### src/rtl/assert_macros.svh
// ---------------------------------------------------------------------------
// Assertion macros
// Shared wrappers for concurrent assertions used in the RTL.
// ---------------------------------------------------------------------------
`ifndef ASSERT_MACROS_SVH
`define ASSERT_MACROS_SVH

// Concurrent assertion, switched off while reset is held
`define LFR_ASSERT_RST(lbl, clk, rst_n, prop, msg) \
    lbl: assert property (@(posedge clk) disable iff (!rst_n) (prop)) \
        else $error(msg);

// Concurrent assertion that is checked at every rising clock edge
`define LFR_ASSERT_CLK(lbl, clk, prop, msg) \
    lbl: assert property (@(posedge clk) (prop)) \
        else $error(msg);

`endif

### src/rtl/lfr_pkg.sv
// ---------------------------------------------------------------------------
// LRU frame replacer package
// Field widths, operation codes, sequencer states and the order RAM request.
// ---------------------------------------------------------------------------
package lfr_pkg;

    localparam int FRAME_W = 6;             // frame number width
    localparam int COUNT_W = 7;             // evictable count field width
    localparam int FRAME_LIMIT = 1 << FRAME_W;

    // request operation codes; the spare code is a no-op
    typedef enum logic [1:0] {
        FUNC_VICTIM = 2'd0,
        FUNC_PIN    = 2'd1,
        FUNC_UNPIN  = 2'd2
    } t_func;

    // sequencer states
    typedef enum logic [1:0] {
        ST_IDLE,
        ST_START,
        ST_WALK,
        ST_DONE
    } t_state;

    // one write port and one read port into the order RAM
    typedef struct packed {
        logic               we;
        logic [FRAME_W-1:0] waddr;
        logic [FRAME_W-1:0] wdata;
        logic               re;
        logic [FRAME_W-1:0] raddr;
    } t_ram_req;

endpackage

### src/rtl/lru_frame_replacer_unit.sv
// ---------------------------------------------------------------------------
// LRU frame replacer
// Keeps evictable frames in recency order; serves victim, pin and unpin.
// ---------------------------------------------------------------------------
// Sequence: a request passes ST_START; unpin, no-op, empty victim and pin of an
//   untracked frame go on to ST_DONE, other victim and pin walk the order first.
// Throughput: one request at a time; a victim or pin walks the order RAM one
//   entry a cycle through its single read port, compacting behind the read.
// Reset: tracked flags, count and handshake state clear at once; the order
//   RAM is not cleared and needs no clearing pass.
`include "assert_macros.svh"

module lru_frame_replacer_unit #(
    parameter int NUM_FRAMES = 64
) (
    input  logic                          i_clk,
    input  logic                          i_rst_n,
    input  logic                          i_valid,
    output logic                          o_stall,
    input  logic [1:0]                    i_func,
    input  logic [lfr_pkg::FRAME_W-1:0]   i_frame,
    output logic                          o_valid,
    input  logic                          i_stall,
    output logic                          o_found,
    output logic [lfr_pkg::FRAME_W-1:0]   o_victim_frame,
    output logic [lfr_pkg::COUNT_W-1:0]   o_evictable_count
);
    import lfr_pkg::*;

    // only frame numbers the field can carry are ever tracked
    localparam int SLOTS = (NUM_FRAMES < FRAME_LIMIT) ? NUM_FRAMES : FRAME_LIMIT;
    localparam int AW    = $clog2(SLOTS);
    localparam int CW    = $clog2(SLOTS + 1);
    localparam logic [FRAME_W:0] SLOTS_F = (FRAME_W + 1)'(SLOTS);
    localparam logic [CW-1:0]    SLOTS_C = CW'(SLOTS);

    t_state              r_state, n_state;
    logic [1:0]          r_func, n_func;
    logic [FRAME_W-1:0]  r_frame, n_frame;
    logic [SLOTS-1:0]    r_flag, n_flag;
    logic [CW-1:0]       r_count, n_count;
    logic [CW-1:0]       r_ptr, n_ptr;
    logic                r_pend, n_pend;
    logic [AW-1:0]       r_pend_addr, n_pend_addr;
    logic                r_shift, n_shift;
    logic                r_is_victim, n_is_victim;
    logic                r_found, n_found;
    logic [FRAME_W-1:0]  r_vf, n_vf;
    logic                r_o_valid, n_o_valid;
    logic                r_o_found, n_o_found;
    logic [FRAME_W-1:0]  r_o_vf, n_o_vf;
    logic [COUNT_W-1:0]  r_o_count, n_o_count;

    t_ram_req            w_ram_req;
    logic [FRAME_W-1:0]  w_ram_q;
    logic                w_frame_ok;
    logic                w_hit;
    logic                w_unpin_ok;
    logic                w_walk_start;
    logic                w_issue;
    logic                w_walk_end;
    logic                w_out_free;
    logic [FRAME_W-1:0]  w_clr_frame;

    // order store
    lfr_order_ram #(
        .DEPTH (SLOTS),
        .AW    (AW)
    ) u_order_ram (
        .i_clk   (i_clk),
        .i_req   (w_ram_req),
        .o_rdata (w_ram_q)
    );

    // request decode
    assign w_frame_ok   = {1'b0, r_frame} < SLOTS_F;
    assign w_hit        = w_frame_ok && r_flag[r_frame[AW-1:0]];
    assign w_unpin_ok   = (r_func == FUNC_UNPIN) && w_frame_ok && !w_hit
                          && (r_count < SLOTS_C);
    assign w_walk_start = ((r_func == FUNC_VICTIM) && (r_count != '0))
                          || ((r_func == FUNC_PIN) && w_hit);

    // walk control: reads run ahead, writes trail one entry behind
    assign w_issue     = r_ptr < r_count;
    assign w_walk_end  = !w_issue && !r_pend;
    assign w_out_free  = !r_o_valid || !i_stall;
    assign w_clr_frame = r_is_victim ? r_vf : r_frame;

    // next state
    always_comb begin
        n_state = r_state;
        unique case (r_state)
            ST_IDLE: begin
                if (i_valid) n_state = ST_START;
            end
            ST_START: begin
                n_state = w_walk_start ? ST_WALK : ST_DONE;
            end
            ST_WALK: begin
                if (w_walk_end) n_state = ST_DONE;
            end
            ST_DONE: begin
                if (w_out_free) n_state = ST_IDLE;
            end
            default: n_state = ST_IDLE;
        endcase
    end

    // datapath and RAM accesses
    always_comb begin
        n_func      = r_func;
        n_frame     = r_frame;
        n_flag      = r_flag;
        n_count     = r_count;
        n_ptr       = r_ptr;
        n_pend      = r_pend;
        n_pend_addr = r_pend_addr;
        n_shift     = r_shift;
        n_is_victim = r_is_victim;
        n_found     = r_found;
        n_vf        = r_vf;
        n_o_valid   = r_o_valid;
        n_o_found   = r_o_found;
        n_o_vf      = r_o_vf;
        n_o_count   = r_o_count;
        w_ram_req   = '0;

        // result taken downstream
        if (r_o_valid && !i_stall) n_o_valid = 1'b0;

        unique case (r_state)
            ST_IDLE: begin
                if (i_valid) begin
                    n_func  = i_func;
                    n_frame = i_frame;
                end
            end
            ST_START: begin
                n_found     = 1'b0;
                n_vf        = '0;
                n_ptr       = '0;
                n_pend      = 1'b0;
                n_shift     = (r_func == FUNC_VICTIM);
                n_is_victim = (r_func == FUNC_VICTIM);
                // unpin appends at the most-recent end
                if (w_unpin_ok) begin
                    w_ram_req.we    = 1'b1;
                    w_ram_req.waddr = FRAME_W'(r_count[AW-1:0]);
                    w_ram_req.wdata = r_frame;
                    n_flag[r_frame[AW-1:0]] = 1'b1;
                    n_count = CW'(r_count + 1'b1);
                end
            end
            ST_WALK: begin
                n_pend = w_issue;
                if (w_issue) begin
                    w_ram_req.re    = 1'b1;
                    w_ram_req.raddr = FRAME_W'(r_ptr[AW-1:0]);
                    n_ptr           = CW'(r_ptr + 1'b1);
                    n_pend_addr     = r_ptr[AW-1:0];
                end
                if (r_pend) begin
                    if (r_shift) begin
                        // close the gap: move each later entry down by one
                        if (r_pend_addr != '0) begin
                            w_ram_req.we    = 1'b1;
                            w_ram_req.waddr = FRAME_W'(AW'(r_pend_addr - 1'b1));
                            w_ram_req.wdata = w_ram_q;
                        end
                        if (r_is_victim && (r_pend_addr == '0)) begin
                            n_found = 1'b1;
                            n_vf    = w_ram_q;
                        end
                    end else if (w_ram_q == r_frame) begin
                        n_shift = 1'b1;
                    end
                end
                if (w_walk_end) begin
                    n_count = CW'(r_count - 1'b1);
                    n_flag[w_clr_frame[AW-1:0]] = 1'b0;
                end
            end
            ST_DONE: begin
                if (w_out_free) begin
                    n_o_valid = 1'b1;
                    n_o_found = r_found;
                    n_o_vf    = r_vf;
                    n_o_count = COUNT_W'(r_count);
                end
            end
            default: begin
            end
        endcase
    end

    // control registers
    always_ff @(posedge i_clk) begin
        if (!i_rst_n) begin
            r_state   <= ST_IDLE;
            r_flag    <= '0;
            r_count   <= '0;
            r_pend    <= 1'b0;
            r_o_valid <= 1'b0;
        end else begin
            r_state   <= n_state;
            r_flag    <= n_flag;
            r_count   <= n_count;
            r_pend    <= n_pend;
            r_o_valid <= n_o_valid;
        end
    end

    // payload registers
    always_ff @(posedge i_clk) begin
        r_func      <= n_func;
        r_frame     <= n_frame;
        r_ptr       <= n_ptr;
        r_pend_addr <= n_pend_addr;
        r_shift     <= n_shift;
        r_is_victim <= n_is_victim;
        r_found     <= n_found;
        r_vf        <= n_vf;
        r_o_found   <= n_o_found;
        r_o_vf      <= n_o_vf;
        r_o_count   <= n_o_count;
    end

    // ports
    assign o_stall           = (r_state != ST_IDLE);
    assign o_valid           = r_o_valid;
    assign o_found           = r_o_found;
    assign o_victim_frame    = r_o_vf;
    assign o_evictable_count = r_o_count;

    // checks
    `LFR_ASSERT_RST(a_count_matches_flags, i_clk, i_rst_n, $countones(r_flag) == int'(r_count), "tracked count differs from flag population")
    `LFR_ASSERT_RST(a_ram_no_collide, i_clk, i_rst_n, (w_ram_req.we && w_ram_req.re) |-> (w_ram_req.waddr != w_ram_req.raddr), "order RAM read and write hit one entry")
    `LFR_ASSERT_RST(a_pin_located, i_clk, i_rst_n, (r_state == ST_WALK && w_walk_end && !r_is_victim) |-> r_shift, "pinned frame not found in order")
    `LFR_ASSERT_RST(a_victim_taken, i_clk, i_rst_n, (r_state == ST_WALK && w_walk_end && r_is_victim) |-> r_found, "victim walk ended without a frame")

endmodule

### src/rtl/lfr_order_ram.sv
// ---------------------------------------------------------------------------
// LRU order RAM
// Simple dual-port store of frame numbers with a registered read.
// ---------------------------------------------------------------------------
module lfr_order_ram #(
    parameter int DEPTH = 64,
    parameter int AW    = 6
) (
    input  logic                          i_clk,
    input  lfr_pkg::t_ram_req             i_req,
    output logic [lfr_pkg::FRAME_W-1:0]   o_rdata
);
    import lfr_pkg::*;

    logic [FRAME_W-1:0] r_mem [DEPTH];
    logic [FRAME_W-1:0] r_rdata;

    // write port
    always_ff @(posedge i_clk) begin
        if (i_req.we) begin
            r_mem[i_req.waddr[AW-1:0]] <= i_req.wdata;
        end
    end

    // registered read port
    always_ff @(posedge i_clk) begin
        if (i_req.re) begin
            r_rdata <= r_mem[i_req.raddr[AW-1:0]];
        end
    end

    assign o_rdata = r_rdata;

endmodule

### config.mk
export PLATFORM = sky130hd
export DESIGN_NAME = lru_frame_replacer_unit
export DESIGN_NICKNAME = d
export VERILOG_FILES = /design/src/rtl/lfr_pkg.sv /design/src/rtl/lru_frame_replacer_unit.sv /design/src/rtl/lfr_order_ram.sv
export VERILOG_INCLUDE_DIRS = /design/src /design/src/rtl
export SDC_FILE = /design/constraint.sdc
export NUM_CORES = 1
export LEC_CHECK = 0
export BUFFER_PORTS_ARGS = -buffer_cell sky130_fd_sc_hd__buf_2
export CORE_MARGIN = 1
export CORE_UTILIZATION = 63
export DETAILED_ROUTE_END_ITERATION = 16
export PLACE_DENSITY = 0.85
export SETUP_SLACK_MARGIN = 0.05
export SYNTH_ARGS = -nofsm -noshare
export SYNTH_HDL_FRONTEND = slang
export SYNTH_SLANG_ARGS = --single-unit
### constraint.sdc
create_clock -name i_clk -period 5.4 [get_ports i_clk]
set_clock_uncertainty 0.1 [all_clocks]
set_input_delay 0.54 -clock i_clk [delete_from_list [all_inputs] [get_ports i_clk]]
set_output_delay 0.54 -clock i_clk [all_outputs]
set_load 0.05 [all_outputs]
* Yosys cells after proc, flatten, opt, wreduce, memory -nomap -nowiden *
Memory sizes are Yosys's and may differ from the RTL's. A register that Yosys moved wholly into a read port is not among the register bits.
Index checks and enable logic that the tools add are counted.

cells by class
  add/subtract/negate cells = 4
  $mul = 0
  divide/modulo/power cells = 0
  $lt $le $gt $ge = 6
  equality and inequality tests = 14
  shift operators = 0
  multiplexer cells = 45
  bitwise logic cells = 3
  reduce and logical (&&, ||, !) cells = 31

operator list
  operator               number
  $mux W64               2
  $pmux W64 S2           1
  $and A64 B64 Y64       1
  $not A64 Y64           1
  $or A64 B64 Y64        1
  $mux W13               4
  $mux W7                5
  $pmux W7 S2            2
  $pmux W13 S2           1
  $mux W6                4
  $ne A2 B2 Y1 const B   8
  $mux W1                15
  $add A7 B1 Y7 const B  2
  $lt A6 B7 Y1 const B   2
  $demux W1 S6           2
  $ge A6 B1 Y1 const B   2
  $pmux W6 S2            1
  $reduce_and A2 Y1      5
  $logic_and A1 B1 Y1    9
  $pmux W2 S4            1
  $lt A7 B7 Y1           1
  $lt A7 B7 Y1 const B   1
  $reduce_bool A7 Y1     1
  $sub A7 B1 Y7 const B  1
  other kinds (15)       30

storage, ports and cells
  register bits after elaboration = 119
  latch bits = 0
  memory bits (writable) = 384
  bits in read-only memories = 0
  input bits = 12
  output and inout bits = 16
  memories = 1

memories
  memory             words  bits a word  rd ports  clocked after memory_dff  wr ports  line                 text
  u_order_ram.r_mem  64     6            1         1                         1         lfr_order_ram.sv:15  logic [FRAME_W-1:0] r_mem [DEPTH];

* Depth between registers and ports, before layout *
  word-level depth = 9
  depth in mapped cells = 14

* By module *
Synthesis repeated with hierarchy kept, for this count alone.

unflattened totals
  cell total of the unflattened synthesis = 1388
  area total of the unflattened synthesis = 21762.1 µm²

modules (own cells, without submodules)
  module                   instances  cells an instance  area an instance (µm²)  sequential area each (µm²)
  lfr_order_ram            1          720                15285.9                 11711.2
  lru_frame_replacer_unit  1          668                6476.2                  2822.7

* Worst setup path after synthesis *
No wires, ideal clock.

  path type = flip-flop to flip-flop
  start point = register r_frame[0]
  end point = memory u_order_ram.r_mem[0][0] (data pin)
  library setup time = 0.499 ns
  arrival = 4.115 ns
  data required time = 4.801 ns
  path slack = 0.685 ns
  stages on the path, launching flop included = 12
  path buffers = 4
  clock period less this slack = 4.715 ns
  path through = edfxtp_1 -> buf_6 -> and3_1 -> a211oi_1 -> o221ai_1 -> a221o_1 -> nor4b_1 -> buf_2 -> clkbuf_1 -> clkbuf_1 -> a22oi_1 -> nor2_1

RTL lines
  element                 line                            text
  from (decl)             lru_frame_replacer_unit.sv:39   logic [FRAME_W-1:0] r_frame, n_frame;
  from (signal assigned)  lru_frame_replacer_unit.sv:216  r_frame <= n_frame;
  to (decl)               lfr_order_ram.sv:15

* Worst setup path in the final report *
  start point = register r_frame[0]
  end point = memory u_order_ram.r_mem[19][2] (enable)

on the way
  cells in the longest elaborated chain, start to end = 9

ends and longest elaborated chain
  element                            line                            text
  $bmux W1 S6 (*)                    lru_frame_replacer_unit.sv:77   assign w_hit = w_frame_ok && r_flag[r_frame[AW-1:0]];
  $mux W1 (not written as such) (*)  lru_frame_replacer_unit.sv:77
  $logic_not A1 Y1 (*)               lru_frame_replacer_unit.sv:78   assign w_unpin_ok = (r_func == FUNC_UNPIN) && w_frame_ok && !w_hit
  $logic_and A1 B1 Y1 (*)            lru_frame_replacer_unit.sv:78
  $logic_and A1 B1 Y1 (*)            lru_frame_replacer_unit.sv:79   && (r_count < SLOTS_C);
  $mux W13 (*)                       lru_frame_replacer_unit.sv:146  if (w_unpin_ok) begin
  $pmux W13 S2 (*)                   lru_frame_replacer_unit.sv:131  unique case (r_state)
  $mux W1                            lfr_order_ram.sv:20             if (i_req.we) begin
  $mux W1 (not written as such)      lfr_order_ram.sv:21             r_mem[i_req.waddr[AW-1:0]] <= i_req.wdata;

Every way passes the cells marked *; elsewhere a longest branch is shown, timed or not. The select of a mux whose other input is x is not followed.

==> results.txt <==
----------------------------------------------------
[Drt]
  DRC violation total after the first TritonRoute iteration ... 2635
  Mean number of vias per cell ... 7.240
  Total vias in the final route ... 14.94k
  Average routed wire per standard cell ... 28.33 um
  Final WL ... 58450 um
  DR DRC count ... 0
  Post-DRT Antenna Nets ... 0
  Pre-antenna DRT Iters ... 9

[Logic synthesis]
  Sequential fraction of the synthesis area ... 0.6737
  Proportion of netlist area held by the largest area contributor ... 0.6041
  Async set-reset flop share out of synthesis ... 0
  Number of flops mapped to enable cells by yosys ... 434
  Most common cell in the synthesized netlist ... edfxtp_1
  Number of register bits inferred by synthesis ... 509
  Post-synthesis cell type with the largest combined area ... edfxtp_1
  Most instantiated flip-flop cell in the synthesis netlist ... edfxtp_1
  Cell area after synthesis ... 21570 um^2
  Warnings, synthesis ... 0
  Syn_nets ... 1582
  Mean cell area of the mapped netlist ... 13.92 um^2
  Most frequent cells after synthesis ... edfxtp_1 (434), nor2_1 (143), nand2_1 (80)
  Synth top area cells ... edfxtp_1 (60%), dfxtp_1 (7.0%), mux4_2 (3.9%), mux2_2 (2.5%), nor2_1 (2.5%)
  Number of instances in the synthesized netlist ... 1550
  Number of distinct standard cells referenced by the synthesized netlist ... 68

[Die]
  Io pins ... 28
  Count of standard-cell rows ... 67
  Die Y-Extent ... 187.1 um
  Die ar. ... 34990 um^2
  Core Box Area ... 33620 um^2
  Die Width ... 187.1 um
  Initial Utilization ... 0.6418

[Clocking]
  Clock-pin slew on the worst setup and hold paths ... 0.06 ns
  Worst-case clock buffer depth ... 3
  Number of buffers inserted by hold repair at cts ... 0
  Clock buffer count from CTS ... 50
  Number of sinks handled by clock tree synthesis ... 509
  Root cell of the clock tree ... clkbuf_16
  Post-CTS setup buffer count ... 0
  Cells resized by post-CTS repair ... 0
  H-tree levels ... 2
  CTS tree ... yes
  Clock latency on the worst-skew pair ... 0.59 ns

[Power and ir drop]
  Cell leakage power ... 7.393 nW
  Power per cell area ... 438.6 nW/um^2
  Peak VDD IR ... 0.0003381 V

[STA]
  Relative slew slack ... 0.07789
  Setup repair after global routing missed its margin ... no
  Share of the clock period used by the worst path after layout ... 0.9288
  Hold Violations, Final ... 0
  TNS Setup ... 0 ns
  Tightest Pin Transition ... 1.383 ns
  Setup Viol. Count Final ... 0
  Final min period ... 5.016 ns
  Highest clock frequency the design can meet ... 199.4 MHz
  Number of max-slew violations in the final report ... 0

[Critical path]
  Register-to-Register Setup Slack ... 0.38 ns
  CP cell instances ... buf_4 > mux2i_1 > a22oi_1 > nand3_1 > and4_1 > or4b_1 > o22ai_2 > or4b_1 > nor2_1
  Largest fanout of any net on the critical path ... 29
  Reg2Reg Capture Point ... u_order_ram.r_mem[19][2]$_DFFE_PP_
  Maximum single-stage delay on the critical path ... 0.89 ns
  FF-to-FF path depth ... 9
  Critical path startpoint category ... flip-flop
  Endpoint type of the worst setup path ... flip-flop
  Startpoint of the worst register-to-register path ... r_frame[0]$_DFFE_PP_
  Worst path slowest cell ... edfxtp_1
  Most prevalent standard cell on the critical path ... or4b_1
  CP arrival ... 5.14 ns
  Data required time of the worst path ... 5.53 ns
  WS Path Type ... flip-flop to flip-flop

[Global routing]
  Total track usage ... 0.3325
  Initial antenna violation count ... 0
  Aggregate global routing overflow ... 0
  Number of global-route vias before repair ... 14.34k
  Wire length of the first global-routing pass ... 87510 um
  Pin count of the biggest net entering global routing ... 65

[Hold path]
  Number of cells on the worst hold path ... 1
  Worst Hold Launch ... i_frame[4]
  Hold worst-path end ... r_frame[4]$_DFFE_PP_
  Type of the worst min-delay path ... input pin to flip-flop

[Place]
  Count of input and output buffers ... 27
  Dpl hpwl ... 35640 um
  Placed cell area ... 22280 um^2
  Weighted congestion reported at the end of routability-driven placement ... 1.030

[Layout]
  Fraction of final layout cells with drive strength greater than 1 ... 0.1486
  # diodes ... 0
  Final-layout fill cell count ... 2038
  Cell area after layout ... 23870 um^2
  Area growth syn-to-layout ... 10.62%
  Net count reported at finish ... 1607

[Flow run]
  Reported max-cap violation count ... 0

[Run status]
  Outcome ... complete, no violations

----------------------------------------------------
worst max path at each step:
| stage | start | endpoint | slack [ns] | cells past startpoint |
|---|---|---|---|---|
| finish | r_frame[0]$_DFFE_PP_ | u_order_ram.r_mem[19][2]$_DFFE_PP_ | 0.38 | 9 |
| detailed placement | r_frame[0]$_DFFE_PP_ | u_order_ram.r_mem[55][2]$_DFFE_PP_ | 0.49 | 9 |
| global route | r_frame[0]$_DFFE_PP_ | u_order_ram.r_mem[59][1]$_DFFE_PP_ | 0.26 | 9 |
| CTS | r_frame[0]$_DFFE_PP_ | u_order_ram.r_mem[19][2]$_DFFE_PP_ | 0.49 | 9 |
| floorplan | r_frame[0]$_DFFE_PP_ | u_order_ram.r_mem[0][0]$_DFFE_PP_ | 0.69 | 11 |
| global placement | r_frame[0]$_DFFE_PP_ | u_order_ram.r_mem[55][0]$_DFFE_PP_ | 0.70 | 8 |
sequential cells by signal, indices dropped and copies added, names as in the netlist:
name	flops
r_state	2
r_ptr	7
r_is_victim	1
o_valid	1
r_vf	6
r_count	7
o_evictable_count	7
r_pend_addr	6
o_victim_frame	6
r_found	1
r_flag	64
o_found	1
r_frame	6
r_shift	1
u_order_ram.o_rdata	6
u_order_ram.r_mem	384
r_pend	1
r_func	2
cell families (layout without fill, tap and decap cells):
group,count (synthesis),in the layout,share of synthesized area
XOR/XNOR,19,19,0.007713
AND/OR/NAND/NOR,366,366,0.08026
flip-flops,509,509,0.6737
buffers and inverters,125,190,0.02268
AO/OA/AOI/OAI,381,381,0.1169
multiplexers,130,130,0.08682
adder cells (fa/ha/maj),20,20,0.01195
critical path: cells and delay by family (launching register included):
family                 cells  cell delay [ns]
buffers and inverters      1             0.48
muxes                      1             0.24
AOI/OAI and AO/OA          2             0.39
and+or+nand+nor            5             2.52
DFF                        1             0.89
routing by layer:
metal,track usage,share of wire,vias to the layer above
li1,-,-,6156
met1,0.4560,0.35,7137
met2,0.5050,0.45,1350
met3,0.06979,0.14,294
met4,0.1788,0.063,0
met5,0,0,-
final cells by class:
class                      count  area (um^2)  area share
clock buffer                  72         1418     0.05940
tap                          448        560.5     0.02349
timing repair buffer          70        470.5     0.01971
clock inverter                20        168.9    0.007077
sequential                   509        14530      0.6090
inverter                      28        105.1    0.004404
multi-input combinational    916         6610      0.2770
layout by cell type (no fill, tap or decap), drive strengths merged, types with 18 or more instances in the layout:
| cell type | instances |
|---|---|
| a31oi | 26 |
| nand2 | 80 |
| dfxtp | 75 |
| a22oi | 47 |
| nand3 | 28 |
| mux4 | 40 |
| a21oi | 77 |
| o21ai | 63 |
| o22ai | 54 |
| a211oi | 19 |
| clkbuf | 72 |
| mux2i | 42 |
| nor3 | 24 |
| buf | 70 |
| inv | 30 |
| ha | 19 |
| edfxtp | 434 |
| o221ai | 18 |
| and3 | 18 |
| mux2 | 48 |
| nor2 | 143 |
report_power, final:
group	total (W)	switching, W	internal [W]
logic	0.00242	0.00164	0.000777
clock network	0.00340	0.00148	0.00193
registers	0.00464	0.000197	0.00445
total	0.0105	0.00332	0.00715
per-stage QoR:
stage | setup slack [ns] | hold slack, ns | instances | total power, W | util
global placement | 0.7050 | 0.3056 | 1971 | 0.006949 | 0.6628
global route | 0.2601 | 0.01950 | 2063 | 0.01073 | 0.7100
detailed placement | 0.4884 | 0.3170 | 1971 | 0.007014 | 0.6628
floorplan | 0.6855 | 0.3003 | 1550 | 0.006375 | -
CTS | 0.4949 | 0.01218 | 2063 | 0.01038 | 0.7100
finish | 0.3844 | 0.01980 | 2063 | 0.01047 | 0.7100
Power figures use the tool's default switching activity.
